$ cat src/rtl/core/wbps_pkg.sv
// Shared types and constants for the wildcard byte pattern scanner.
`default_nettype none

package wbps_pkg;

    // Widths fixed by the register map.
    localparam int unsigned PAT_CAP     = 16;
    localparam int unsigned LEN_W       = 5;
    localparam int unsigned CARE_W      = 16;
    localparam int unsigned CFG_DATA_W  = 64;
    localparam int unsigned CFG_IDX_W   = 3;

    // Configuration register indexes.
    localparam logic [CFG_IDX_W-1:0] CFG_PATTERN_LOW    = 3'd0;
    localparam logic [CFG_IDX_W-1:0] CFG_PATTERN_HIGH   = 3'd1;
    localparam logic [CFG_IDX_W-1:0] CFG_CARE_MASK      = 3'd2;
    localparam logic [CFG_IDX_W-1:0] CFG_PATTERN_LENGTH = 3'd3;
    localparam logic [CFG_IDX_W-1:0] CFG_FIRST_ONLY     = 3'd4;

    // Reset values of the configuration registers.
    localparam logic [CARE_W-1:0] CARE_MASK_RESET      = 16'hFFFF;
    localparam logic [LEN_W-1:0]  PATTERN_LENGTH_RESET = 5'd1;

    // Current configuration as seen by the datapath.
    typedef struct packed {
        logic [CFG_DATA_W-1:0] pattern_high;
        logic [CFG_DATA_W-1:0] pattern_low;
        logic [CARE_W-1:0]     care_mask;
        logic [LEN_W-1:0]      pattern_length;
        logic                  first_only;
    } wbps_cfg_t;

endpackage

`default_nettype wire

$ cat src/rtl/core/wildcard_byte_pattern_scanner.sv
// Top level of the wildcard byte pattern scanner.
//
//   channel | handshake              | payload
//   --------+------------------------+--------------------------------
//   in      | in_valid / in_ready    | data_byte, last_in_region
//   out     | out_valid / out_ready  | match_offset
//   cfg     | cfg_valid / cfg_ready  | cfg_index, cfg_data
//
// One item per cycle unless a waiting result stalls: a byte is registered on
// acceptance, compared against the pattern from the input register and any
// hit lands in the result register.
// Reset clears the window, the region offset and the hit bookkeeping.
// A waiting result stalls the compare stage, which in turn holds in_ready
// low only when the input register is also full.
`default_nettype none

module wildcard_byte_pattern_scanner
    import wbps_pkg::*;
#(
    parameter int unsigned MAX_PATTERN = 16,
    parameter int unsigned OFFSET_BITS = 28
)
(
    input  wire logic                   clk,
    input  wire logic                   rst_n,
    input  wire logic                   in_valid,
    output logic                        in_ready,
    input  wire logic [7:0]             data_byte,
    input  wire logic                   last_in_region,
    output logic                        out_valid,
    input  wire logic                   out_ready,
    output logic [OFFSET_BITS-1:0]      match_offset,
    input  wire logic                   cfg_valid,
    output logic                        cfg_ready,
    input  wire logic [CFG_IDX_W-1:0]   cfg_index,
    input  wire logic [CFG_DATA_W-1:0]  cfg_data
);

    localparam int unsigned PAT_LIMIT = (MAX_PATTERN < PAT_CAP) ? MAX_PATTERN : PAT_CAP;
    localparam int unsigned POS_W     = OFFSET_BITS + 1;

    wbps_cfg_t cfg;

    // Input register.
    logic                   in_valid_reg;
    logic [7:0]             in_byte_reg;
    logic                   in_last_reg;

    // Region state.
    logic [PAT_LIMIT-1:0][7:0] window_reg;
    logic [PAT_LIMIT-1:0][7:0] window_next;
    logic [OFFSET_BITS-1:0]    pos_reg;
    logic [OFFSET_BITS-1:0]    pos_next;
    logic [OFFSET_BITS-1:0]    next_allowed_reg;
    logic [OFFSET_BITS-1:0]    next_allowed_next;
    logic                      hit_seen_reg;
    logic                      hit_seen_next;

    // Result register.
    logic                   out_valid_reg;
    logic                   out_valid_next;
    logic [OFFSET_BITS-1:0] out_offset_reg;

    logic                   advance;
    logic [LEN_W-1:0]       eff_len;
    logic                   pos_sat;
    logic [POS_W-1:0]       pos_inc;
    logic [POS_W-1:0]       start_wide;
    logic [OFFSET_BITS-1:0] start;
    logic                   can_start;
    logic                   window_hit;
    logic                   report;

    wbps_cfg_regs u_cfg_regs (
        .clk       (clk),
        .rst_n     (rst_n),
        .cfg_valid (cfg_valid),
        .cfg_ready (cfg_ready),
        .cfg_index (cfg_index),
        .cfg_data  (cfg_data),
        .cfg       (cfg)
    );

    // Pipeline control: the compare stage moves when the result slot is free.
    assign advance  = in_valid_reg && (!out_valid_reg || out_ready);
    assign in_ready = !in_valid_reg || advance;

    // Effective pattern length, clamped to 1..PAT_LIMIT.
    always_comb
    begin
        if (cfg.pattern_length == '0)
            eff_len = LEN_W'(1);
        else if (cfg.pattern_length > LEN_W'(PAT_LIMIT))
            eff_len = LEN_W'(PAT_LIMIT);
        else
            eff_len = cfg.pattern_length;
    end

    // Window including the byte now in the compare stage.
    assign window_next = {window_reg[PAT_LIMIT-2:0], in_byte_reg};

    wbps_window_match #(
        .PAT_LIMIT (PAT_LIMIT)
    ) u_window_match (
        .window  (window_next),
        .cfg     (cfg),
        .eff_len (eff_len),
        .hit     (window_hit)
    );

    // Candidate start offset and the leftmost, non-overlapping rule.
    assign pos_sat    = &pos_reg;
    assign pos_inc    = {1'b0, pos_reg} + POS_W'(1);
    assign start_wide = pos_inc - POS_W'(eff_len);
    assign start      = start_wide[OFFSET_BITS-1:0];
    assign can_start  = !pos_sat && (pos_inc >= POS_W'(eff_len));
    assign report     = can_start && (start >= next_allowed_reg) &&
                        !(cfg.first_only && hit_seen_reg) && window_hit;

    // Region state update; the end of a region clears it after the compare.
    always_comb
    begin
        pos_next          = pos_sat ? pos_reg : pos_inc[OFFSET_BITS-1:0];
        next_allowed_next = report ? pos_inc[OFFSET_BITS-1:0] : next_allowed_reg;
        hit_seen_next     = hit_seen_reg || report;
        if (in_last_reg)
        begin
            pos_next          = '0;
            next_allowed_next = '0;
            hit_seen_next     = 1'b0;
        end
    end

    // Result slot occupancy.
    always_comb
    begin
        out_valid_next = out_valid_reg;
        if (advance)
            out_valid_next = report;
        else if (out_ready)
            out_valid_next = 1'b0;
    end

    // Input register.
    always_ff @(posedge clk or negedge rst_n)
    begin
        if (!rst_n)
        begin
            in_valid_reg <= 1'b0;
        end
        else if (in_ready)
        begin
            in_valid_reg <= in_valid;
        end
    end

    always_ff @(posedge clk)
    begin
        if (in_valid && in_ready)
        begin
            in_byte_reg <= data_byte;
            in_last_reg <= last_in_region;
        end
    end

    // Region state registers.
    always_ff @(posedge clk or negedge rst_n)
    begin
        if (!rst_n)
        begin
            window_reg       <= '0;
            pos_reg          <= '0;
            next_allowed_reg <= '0;
            hit_seen_reg     <= 1'b0;
        end
        else if (advance)
        begin
            window_reg       <= in_last_reg ? '0 : window_next;
            pos_reg          <= pos_next;
            next_allowed_reg <= next_allowed_next;
            hit_seen_reg     <= hit_seen_next;
        end
    end

    // Result register.
    always_ff @(posedge clk or negedge rst_n)
    begin
        if (!rst_n)
        begin
            out_valid_reg <= 1'b0;
        end
        else
        begin
            out_valid_reg <= out_valid_next;
        end
    end

    always_ff @(posedge clk)
    begin
        if (advance && report)
        begin
            out_offset_reg <= start;
        end
    end

    assign out_valid    = out_valid_reg;
    assign match_offset = out_offset_reg;

    // A hit inside a region is remembered for first-only mode.
    a_hit_recorded : assert property (@(posedge clk) disable iff (!rst_n)
        advance && report && !in_last_reg |=> hit_seen_reg)
        else $error("hit not recorded in region state");

    // The next permitted start lies past the reported match.
    a_next_past_hit : assert property (@(posedge clk) disable iff (!rst_n)
        advance && report && !in_last_reg |=> next_allowed_reg > out_offset_reg)
        else $error("next permitted start does not pass the reported match");

    // The end of a region leaves the offset and bookkeeping clear.
    a_region_clear : assert property (@(posedge clk) disable iff (!rst_n)
        advance && in_last_reg |=> (pos_reg == '0) && !hit_seen_reg &&
                                   (next_allowed_reg == '0))
        else $error("region state not cleared at end of region");

endmodule

`default_nettype wire

$ cat src/rtl/core/wbps_cfg_regs.sv
// Configuration register file of the wildcard byte pattern scanner.
`default_nettype none

module wbps_cfg_regs
    import wbps_pkg::*;
(
    input  wire logic                  clk,
    input  wire logic                  rst_n,
    input  wire logic                  cfg_valid,
    output logic                       cfg_ready,
    input  wire logic [CFG_IDX_W-1:0]  cfg_index,
    input  wire logic [CFG_DATA_W-1:0] cfg_data,
    output wbps_cfg_t                  cfg
);

    wbps_cfg_t cfg_reg;
    wbps_cfg_t cfg_next;

    // Writes are always taken; unknown indexes are dropped.
    assign cfg_ready = 1'b1;
    assign cfg       = cfg_reg;

    // Write decode.
    always_comb
    begin
        cfg_next = cfg_reg;
        if (cfg_valid)
        begin
            case (cfg_index)
                CFG_PATTERN_LOW:    cfg_next.pattern_low    = cfg_data;
                CFG_PATTERN_HIGH:   cfg_next.pattern_high   = cfg_data;
                CFG_CARE_MASK:      cfg_next.care_mask      = cfg_data[CARE_W-1:0];
                CFG_PATTERN_LENGTH: cfg_next.pattern_length = cfg_data[LEN_W-1:0];
                CFG_FIRST_ONLY:     cfg_next.first_only     = cfg_data[0];
                default:            cfg_next = cfg_reg;
            endcase
        end
    end

    // Register storage.
    always_ff @(posedge clk or negedge rst_n)
    begin
        if (!rst_n)
        begin
            cfg_reg.pattern_low    <= '0;
            cfg_reg.pattern_high   <= '0;
            cfg_reg.care_mask      <= CARE_MASK_RESET;
            cfg_reg.pattern_length <= PATTERN_LENGTH_RESET;
            cfg_reg.first_only     <= 1'b0;
        end
        else
        begin
            cfg_reg <= cfg_next;
        end
    end

endmodule

`default_nettype wire

$ cat src/rtl/core/wbps_window_match.sv
// Parallel wildcard compare of the byte window against the pattern.
`default_nettype none

module wbps_window_match
    import wbps_pkg::*;
#(
    parameter int unsigned PAT_LIMIT = 16
)
(
    input  wire logic [PAT_LIMIT-1:0][7:0] window,
    input  wire wbps_cfg_t                 cfg,
    input  wire logic [LEN_W-1:0]          eff_len,
    output logic                           hit
);

    localparam int unsigned IDX_W = $clog2(PAT_LIMIT);

    logic [2*CFG_DATA_W-1:0] pattern;
    logic [PAT_LIMIT-1:0]    byte_ok;

    assign pattern = {cfg.pattern_high, cfg.pattern_low};

    // Pattern byte i lines up with window entry (length - 1 - i); the
    // newest byte sits in entry 0.
    for (genvar i = 0; i < PAT_LIMIT; i++)
    begin : g_byte
        logic [LEN_W-1:0] tap_idx;
        logic             in_use;

        assign tap_idx = eff_len - LEN_W'(i + 1);
        assign in_use  = eff_len > LEN_W'(i);
        assign byte_ok[i] = !in_use || !cfg.care_mask[i] ||
                            (window[tap_idx[IDX_W-1:0]] == pattern[8*i +: 8]);
    end

    assign hit = &byte_ok;

endmodule

`default_nettype wire
$ cat config.mk
export PLATFORM = sky130hd
export DESIGN_NAME = wildcard_byte_pattern_scanner
export DESIGN_NICKNAME = d
export VERILOG_FILES = /design/src/rtl/core/wbps_pkg.sv /design/src/rtl/core/wildcard_byte_pattern_scanner.sv /design/src/rtl/core/wbps_cfg_regs.sv /design/src/rtl/core/wbps_window_match.sv
export SDC_FILE = /design/constraint.sdc
export NUM_CORES = 1
export LEC_CHECK = 0
export ABC_AREA = 1
export BUFFER_PORTS_ARGS = -buffer_cell sky130_fd_sc_hd__buf_2
export CAP_MARGIN = 25
export CELL_PAD_IN_SITES_DETAIL_PLACEMENT = 1
export CELL_PAD_IN_SITES_GLOBAL_PLACEMENT = 2
export CORE_MARGIN = 1.5
export CORE_UTILIZATION = 38
export DETAILED_ROUTE_END_ITERATION = 12
export PLACE_DENSITY_LB_ADDON = 0.3
export SYNTH_ARGS = -nofsm -noshare
export SYNTH_HDL_FRONTEND = slang
export SYNTH_SLANG_ARGS = --single-unit
export TNS_END_PERCENT = 1
$ cat constraint.sdc
create_clock -name clk -period 8.3 [get_ports clk]
set_input_delay 0.83 -clock clk [delete_from_list [all_inputs] [get_ports clk]]
set_output_delay 0.83 -clock clk [all_outputs]
set_load 0.02 [all_outputs]
==> results of run 1 <==
-- report_power, final --
part / leakage (nW) / switching (mW) / internal, mW
combinational: 8.17 / 3.15 / 1.32
sequential: 4.67 / 0.205 / 2.03
clock: 0.716 / 0.857 / 1.13
total: 13.6 / 4.21 / 4.48
-- cell usage in the layout, fill, tap and decap left out, types with 3 or more instances in the layout --
| cell type | instances |
|---|---|
| edfxtp_1 | 37 |
| o21a_1 | 5 |
| dfstp_2 | 17 |
| buf_4 | 41 |
| clkbuf_8 | 7 |
| nand4_1 | 24 |
| a21oi_1 | 29 |
| a31oi_1 | 4 |
| ha_1 | 46 |
| nand3b_1 | 42 |
| a21o_1 | 3 |
| clkinv_2 | 11 |
| nor3_1 | 18 |
| inv_2 | 9 |
| xnor2_1 | 23 |
| nor2_2 | 6 |
| o21ai_0 | 293 |
| clkinv_1 | 6 |
| nor2_1 | 111 |
| nand2_4 | 3 |
| nand2_1 | 1075 |
| clkbuf_1 | 10 |
| dfrtp_1 | 312 |
| nand3_1 | 1036 |
| xor2_1 | 45 |
| nor4_1 | 7 |
| o21ai_1 | 4 |
| inv_1 | 332 |
| nand2_2 | 7 |
| clkbuf_16 | 45 |
| buf_2 | 109 |
| o31ai_1 | 4 |
-- worst register-to-register path, cell delays in order, from the launching register on --
cell and delay, ps:
dfrtp_1 660, inv_2 360, nand2_2 120, nand2_4 160
ha_1 160, inv_1 60, fa_1 410, a31oi_1 310
o21ai_0 190, nor2_1 280, nand3_1 170, nor3_1 410
nand2_1 270, nor4_1 400, xnor2_1 160, ha_1 330
nand4_1 170, nor4_1 290, o21ai_0 140, nand3_1 140
o211ai_1 120, a21oi_1 140, nand3_1 130, nor2_4 130
buf_4 440
-- per-layer routing --
layer | track usage, % | share of wire, % | vias to the layer above
met4 | 11.5 | 3.8 | 0
met5 | 0 | 0 | -
met3 | 5.65 | 6.9 | 151
met2 | 46.6 | 44 | 795
li1 | - | - | 12300
met1 | 43.7 | 46 | 12700
-- worst paths after layout --
path / depth (start not counted) / slack, ps / from / endpoint
min in group clk: 1 / 400 / last_in_region / in_last_reg$_DFFE_PP_
max: 24 / 1740 / u_cfg_regs.cfg[5]$_DFFE_PN0P_ / match_offset[0]$_DFFE_PP_
min: 1 / 270 / rst_n / window_next[124]$_DFFE_PN0P_
max in group asynchronous: 3 / 6030 / rst_n / u_cfg_regs.cfg[85]$_DFFE_PN0P_
max reg2reg: 24 / 1740 / u_cfg_regs.cfg[5]$_DFFE_PN0P_ / match_offset[0]$_DFFE_PP_
min reg2reg: 2 / 490 / u_cfg_regs.cfg[20]$_DFFE_PN1P_ / u_cfg_regs.cfg[20]$_DFFE_PN1P_
-- cells by family (layout without fill, tap and decap cells) --
| group | Yosys count | count (layout) |
|---|---|---|
| xor+xnor | 71 | 71 |
| other cells | 1 | 1 |
| flops | 366 | 366 |
| buf+inv | 542 | 584 |
| simple gates | 2337 | 2337 |
| compound gates | 353 | 353 |
| fa+ha+maj | 48 | 48 |
-- layout make-up --
class / instances / area, um^2 / share of cell area, %
well taps: 855 / 1070 / 3.86
clock buffers: 62 / 1260 / 4.55
clock inverters: 21 / 188 / 0.678
multi-input cells: 2810 / 13600 / 48.9
repair buffers: 155 / 958 / 3.46
flip-flops and latches: 366 / 9370 / 33.8
inverters: 346 / 1300 / 4.70
-- metrics by stage --
stage / setup WS (ps) / utilization, %
after global routing: 1380 / 42.7
after CTS: 1780 / 42.6
after global placement: 2130 / 40.4
after detailed placement: 1810 / 40.4
final: 1740 / 42.7
after floorplan: 2820 / -
==> flow_summary_export.csv, run 1 <==
group,metric,value,unit
global_route,grt_pass1_wl,157000,um
synth,synthMuxAreaShare,0,%
route,viasPerCell,5.63,
power_and_ir_drop,p_per_area,314,nW/um^2
critical_path,cp_slowest_cell,"dfrtp_1",
synth,synth-xor-area-share,2.62,%
cts,htreeDepth,2,
synth,synth_seq_area_share,37.4,%
critical_path,crit_required,8540,ps
cts,clkSlewWorstSetupHoldPaths,60,ps
worst_hold_path,hold_path.class,"input port to asynchronous set/reset pin",
synth,yosys.cell_count.top_type,"nand2_1",
status,status,"finished, final reports clean",
synth,synth_area_per_cell,6.73,um^2
layout,n_fill_cell,8426,
global_route,grt-ovfl-total,0,
global_route,grt_pass1_vias,25100,
die,die_w,260,um
cts,cts_setup_buffers,0,
synth,syn-num-nets,3847,
critical_path,crit_arrival,6790,ps
critical_path,crit_type,"flip-flop to flip-flop",
timing,slew_viol_final,0,
synth,synth_compound_area_share,7.34,%
synth,syn_area,25000,um^2
route,drtIter0Drc,2542,
critical_path,path_delay_family,"simple AND/OR/NAND/NOR gates",
placed_design,dp_cells,4528,
cts,cts_resized,0,
synth,synth_cell_types,50,
global_route,antenna_found_initial,2,
synth,synth_top_family_by_area,"simple AND/OR/NAND/NOR gates",
placed_design,hpwl,78400,um
job,drv_cap,0,
die,ios,112,
layout,diodes,0,
cts,hold_buffers,0,
layout,layout.cells.non_filler,4615,
route,ant_nets,0,
synth,synth_top_area_share,31.2,%
critical_path,critPathLaunchType,"flip-flop",
power_and_ir_drop,power,8.69,mW
synth,yosys_warnings,0,
die,fp.dieH,260,um
synth,synth.area.top_cells,"dfrtp_1 31%, nand3_1 21%, nand2_1 16%, o21ai_0 5.9%, inv_1 5.0%",
synth,synth_ff_type,"dfrtp_1",
route,drcViolationCount,0,
route,totalWireLength,105000,um
synth,synth_edf_count,37,
placed_design,gp_congestion,0.936,
layout,fin_area,27700,um^2
synth,synth_commonest_cells,"1,078 x nand2_1, 1,036 x nand3_1, 335 x inv_1, 312 x dfrtp_1, 293 x o21ai_0",
critical_path,cpPeakStageDelay,660,ps
synth,postSynthCellCount,3718,
timing,worst_clock_skew,27.2,ps
die,rows,93,
cts,clock_path_buffers,3,
critical_path,end_kind,"flip-flop",
global_route,grt_max_degree,107,
cts,cts-root-buf,"clkbuf_16",
critical_path,cpMostUsedCell,"nand3_1",
timing,grt_setup_unrepaired,"no",
cts,cts_inserted_buffers,45,
placed_design,port_buffers,110,
timing,worst_pin_slew,990,ps
timing,setup_tns,0,ps
synth,synth-seq-cells,366,
timing,timing.final.crit_share,79.0,%
layout,fin_nets,3853,
route,firstDrtPassIters,5,
cts,cts_tree,"done",
critical_path,cp_num_buf_inv,3,
power_and_ir_drop,peakVddDrop,0.000171,V
timing,period_needed,6560,ps
timing,timing_hold_violations_final,0,
layout,area.growth.synth_to_final,10.6,%
cts,clk_latency,610,ps
critical_path,path_cells,"inv_2 > nand2_2 > nand2_4 > ha_1 > inv_1 > fa_1 > a31oi_1 > o21ai_0 > nor2_1 > nand3_1 > nor3_1 > nand2_1 > nor4_1 > xnor2_1 > ha_1 > nand4_1 > nor4_1 > o21ai_0 > nand3_1 > o211ai_1 > a21oi_1 > nand3_1 > nor2_4 > buf_4",
layout,largest_reg_flops,150,
timing,slew_headroom,33.9,%
route,post_drt_wl_per_cell,22.6,um
synth,synth_area_leader_cell,"dfrtp_1",
die,initial_core_util,38.6,%
critical_path,cp_max_fo,40,
route,vias,26000,
timing,setup_viol_count_final,0,
die,die_area,67400,um^2
synth,synth-adder-area-share,2.43,%
die,core,64800,um^2
timing,fin_hold_ws,268,ps
global_route,grt_usage,30.8,%
layout,drive_above_1_share,7.47,%
synth,async_flop_share,89.9,%
synth,yosys.area_share.simple,41.6,%
cts,cts_sinks,366,
timing,max_clock_freq,153,MHz
power_and_ir_drop,leakagePower,13.6,nW
placed_design,post_dp_cell_area,26200,um^2
Note: power is estimated with default switching activity, not from simulation.
==> inputs of run 2 (changes only) <==
CORE_UTILIZATION = 32   (was 38)
clock period = 6 ns   (was 8.3 ns; I/O delays follow)
==> flow_summary_export.csv, run 2 (synthesized netlist as in run 1, its figures left out) <==
group,metric,value,unit
route,totalWireLength,107000,um
global_route,grt-ovfl-total,0,
critical_path,end_kind,"flip-flop",
global_route,grt_pass1_vias,25300,
timing,timing_hold_violations_final,4,
cts,cts_inserted_buffers,50,
critical_path,crit_type,"flip-flop to flip-flop",
layout,fin_nets,3867,
timing,setup_viol_count_final,0,
critical_path,crit_arrival,5890,ps
layout,final_common_cell,"nand2_1",
timing,slew_viol_final,0,
critical_path,cp_slowest_cell,"dfrtp_1",
layout,n_fill_cell,9898,
cts,hold_buffers,0,
cts,htreeDepth,2,
critical_path,reg2reg_to,"match_offset[1]$_DFFE_PP_",
critical_path,crit_end,"match_offset[1]$_DFFE_PP_",
cts,clock_path_buffers,3,
power_and_ir_drop,p_per_area,443,nW/um^2
cts,clk_latency,630,ps
power_and_ir_drop,leakagePower,13.8,nW
timing,timing.final.crit_share,93.0,%
layout,most-common-layout-cells,"1,075 x nand2_1, 1,035 x nand3_1, 332 x inv_1",
placed_design,hpwl,81000,um
worst_hold_path,hold_path.class,"input port to asynchronous set/reset pin",
global_route,grt_usage,26.8,%
die,die_area,79900,um^2
critical_path,r2r_cells,23,
die,die_w,283,um
timing,worst_clock_skew,42.9,ps
global_route,antenna_found_initial,5,
cts,cts_tree,"done",
cts,cts_sinks,366,
placed_design,dp_cells,4723,
route,drtIter0Drc,1967,
die,core,77500,um^2
route,post_drt_wl_per_cell,22.3,um
timing,slew_headroom,24.0,%
critical_path,cp_num_buf_inv,1,
layout,seqCellArea,9370,um^2
timing,worst_pin_slew,1140,ps
layout,area.growth.synth_to_final,13.4,%
layout,layout.cells.non_filler,4821,
critical_path,crit_required,6310,ps
status,violations,"negative hold slack",
critical_path,cp_max_fo,28,
die,rows,102,
route,vias,25900,
timing,fin_hold_ws,-42.6,ps
timing,period_needed,5580,ps
placed_design,gp_congestion,0.914,
timing,max_clock_freq,179,MHz
layout,multi_input_comb_area,13600,um^2
route,firstDrtPassIters,5,
critical_path,critPathLaunchType,"flip-flop",
die,ios,112,
die,initial_core_util,32.3,%
status,status,"complete, but fails checks",
die,fp.dieH,283,um
job,drv_cap,0,
critical_path,path_delay_family,"simple AND/OR/NAND/NOR gates",
critical_path,crit_start,"u_cfg_regs.cfg[4]$_DFFE_PN0P_",
route,ant_nets,0,
critical_path,cp_num_cells,23,
cts,clkSlewWorstSetupHoldPaths,60,ps
layout,largest_reg_flops,150,
critical_path,cpPeakStageDelay,460,ps
cts,cts-root-buf,"clkbuf_16",
critical_path,path_cells,"nor2_2 > nand2_1 > nand2_1 > nand2_2 > fa_1 > a31oi_1 > o21ai_0 > nor2_1 > nand3_1 > nor3_2 > nand2_1 > nor4_1 > xnor2_1 > ha_1 > nand4_1 > nor4_1 > o21ai_0 > nand3_1 > o211ai_1 > a21oi_1 > nand3_1 > nor2_4 > buf_12",
route,viasPerCell,5.38,
global_route,grt_pass1_wl,162000,um
layout,drive_above_1_share,8.07,%
global_route,grt_max_degree,118,
route,drcViolationCount,0,
critical_path,rrSetupSlack,420,ps
layout,fin_util,36.6,%
placed_design,port_buffers,110,
critical_path,r2r_start,"u_cfg_regs.cfg[4]$_DFFE_PN0P_",
power_and_ir_drop,peakVddDrop,0.000227,V
-- run 2: report_power, final --
part | leakage [nW] | switching, mW | internal (mW) | total, mW
Sequential | 4.67 | 0.245 | 2.81 | 3.06
Clock | 0.866 | 1.29 | 1.97 | 3.26
Combinational | 8.23 | 4.40 | 1.86 | 6.26
Total | 13.8 | 5.93 | 6.64 | 12.6
-- run 2: repair_timing --
| action | CTS | global route |
|---|---|---|
| endpoints found under the setup margin | 0 | 56 |
| setup buffers | 0 | 1 |
| hold endpoints to repair | 0 | 0 |
| gates resized for setup | 0 | 4 |
-- run 2: layer usage --
metal / track usage [%] / share of wire, % / routed length [um]
met1: 38.1 / 47 / 50300
met2: 42.6 / 45 / 48400
met3: 3.92 / 5.8 / 6190
met4: 6.80 / 2.4 / 2530
met5: 0 / 0.025 / 27
-- run 2: stage by stage --
stage,power [mW],hold WS [ps],TNS (ps),setup slack (ps),instance area [um^2]
2_1_floorplan,7.19,304,0,524,25000
3_3_place_gp,9.17,479,0,316,26500
3_5_place_dp,9.26,489,0,206,26500
4_1_cts,12.6,45.9,0,182,28300
5_1_grt,13.5,56.0,-0.0195,-0.0195,28400
6_report,12.6,-42.6,0,420,28400
-- run 2: cell type report --
| class | count | share of cell area [%] |
|---|---|---|
| clock inverter | 24 | 1.25 |
| antenna | 2 | 0.0176 |
| timing repair buffer | 164 | 3.69 |
| tap | 1040 | 4.58 |
| inverter | 346 | 4.59 |
| multi-input combinational | 2810 | 47.8 |
| clock buffer | 69 | 5.02 |
| sequential | 366 | 33.0 |
-- run 2: worst min-delay path by stage --
| stage | cells past startpoint | slack, ps | to |
|---|---|---|---|
| floorplan | 0 | 300 | hit_seen_reg$_DFFE_PN0P_ |
| detailed placement | 2 | 490 | next_allowed_reg[21]$_DFFE_PN0P_ |
| CTS | 1 | 50 | u_cfg_regs.cfg[81]$_DFFE_PN0P_ |
| finish | 1 | -40 | u_cfg_regs.cfg[81]$_DFFE_PN0P_ |
| global route | 1 | 60 | u_cfg_regs.cfg[81]$_DFFE_PN0P_ |
| global placement | 2 | 480 | u_cfg_regs.cfg[12]$_DFFE_PN1P_ |
-- run 2: worst reg2reg max path, cell delays in order, from the launching register on --
cell	delay, ps
dfrtp_1	460
nor2_2	200
nand2_1	150
nand2_1	100
nand2_2	80
fa_1	440
a31oi_1	290
o21ai_0	180
nor2_1	260
nand3_1	190
nor3_2	290
nand2_1	230
nor4_1	330
xnor2_1	140
ha_1	310
nand4_1	170
nor4_1	300
o21ai_0	130
nand3_1	160
o211ai_1	140
a21oi_1	140
nand3_1	130
nor2_4	210
buf_12	220
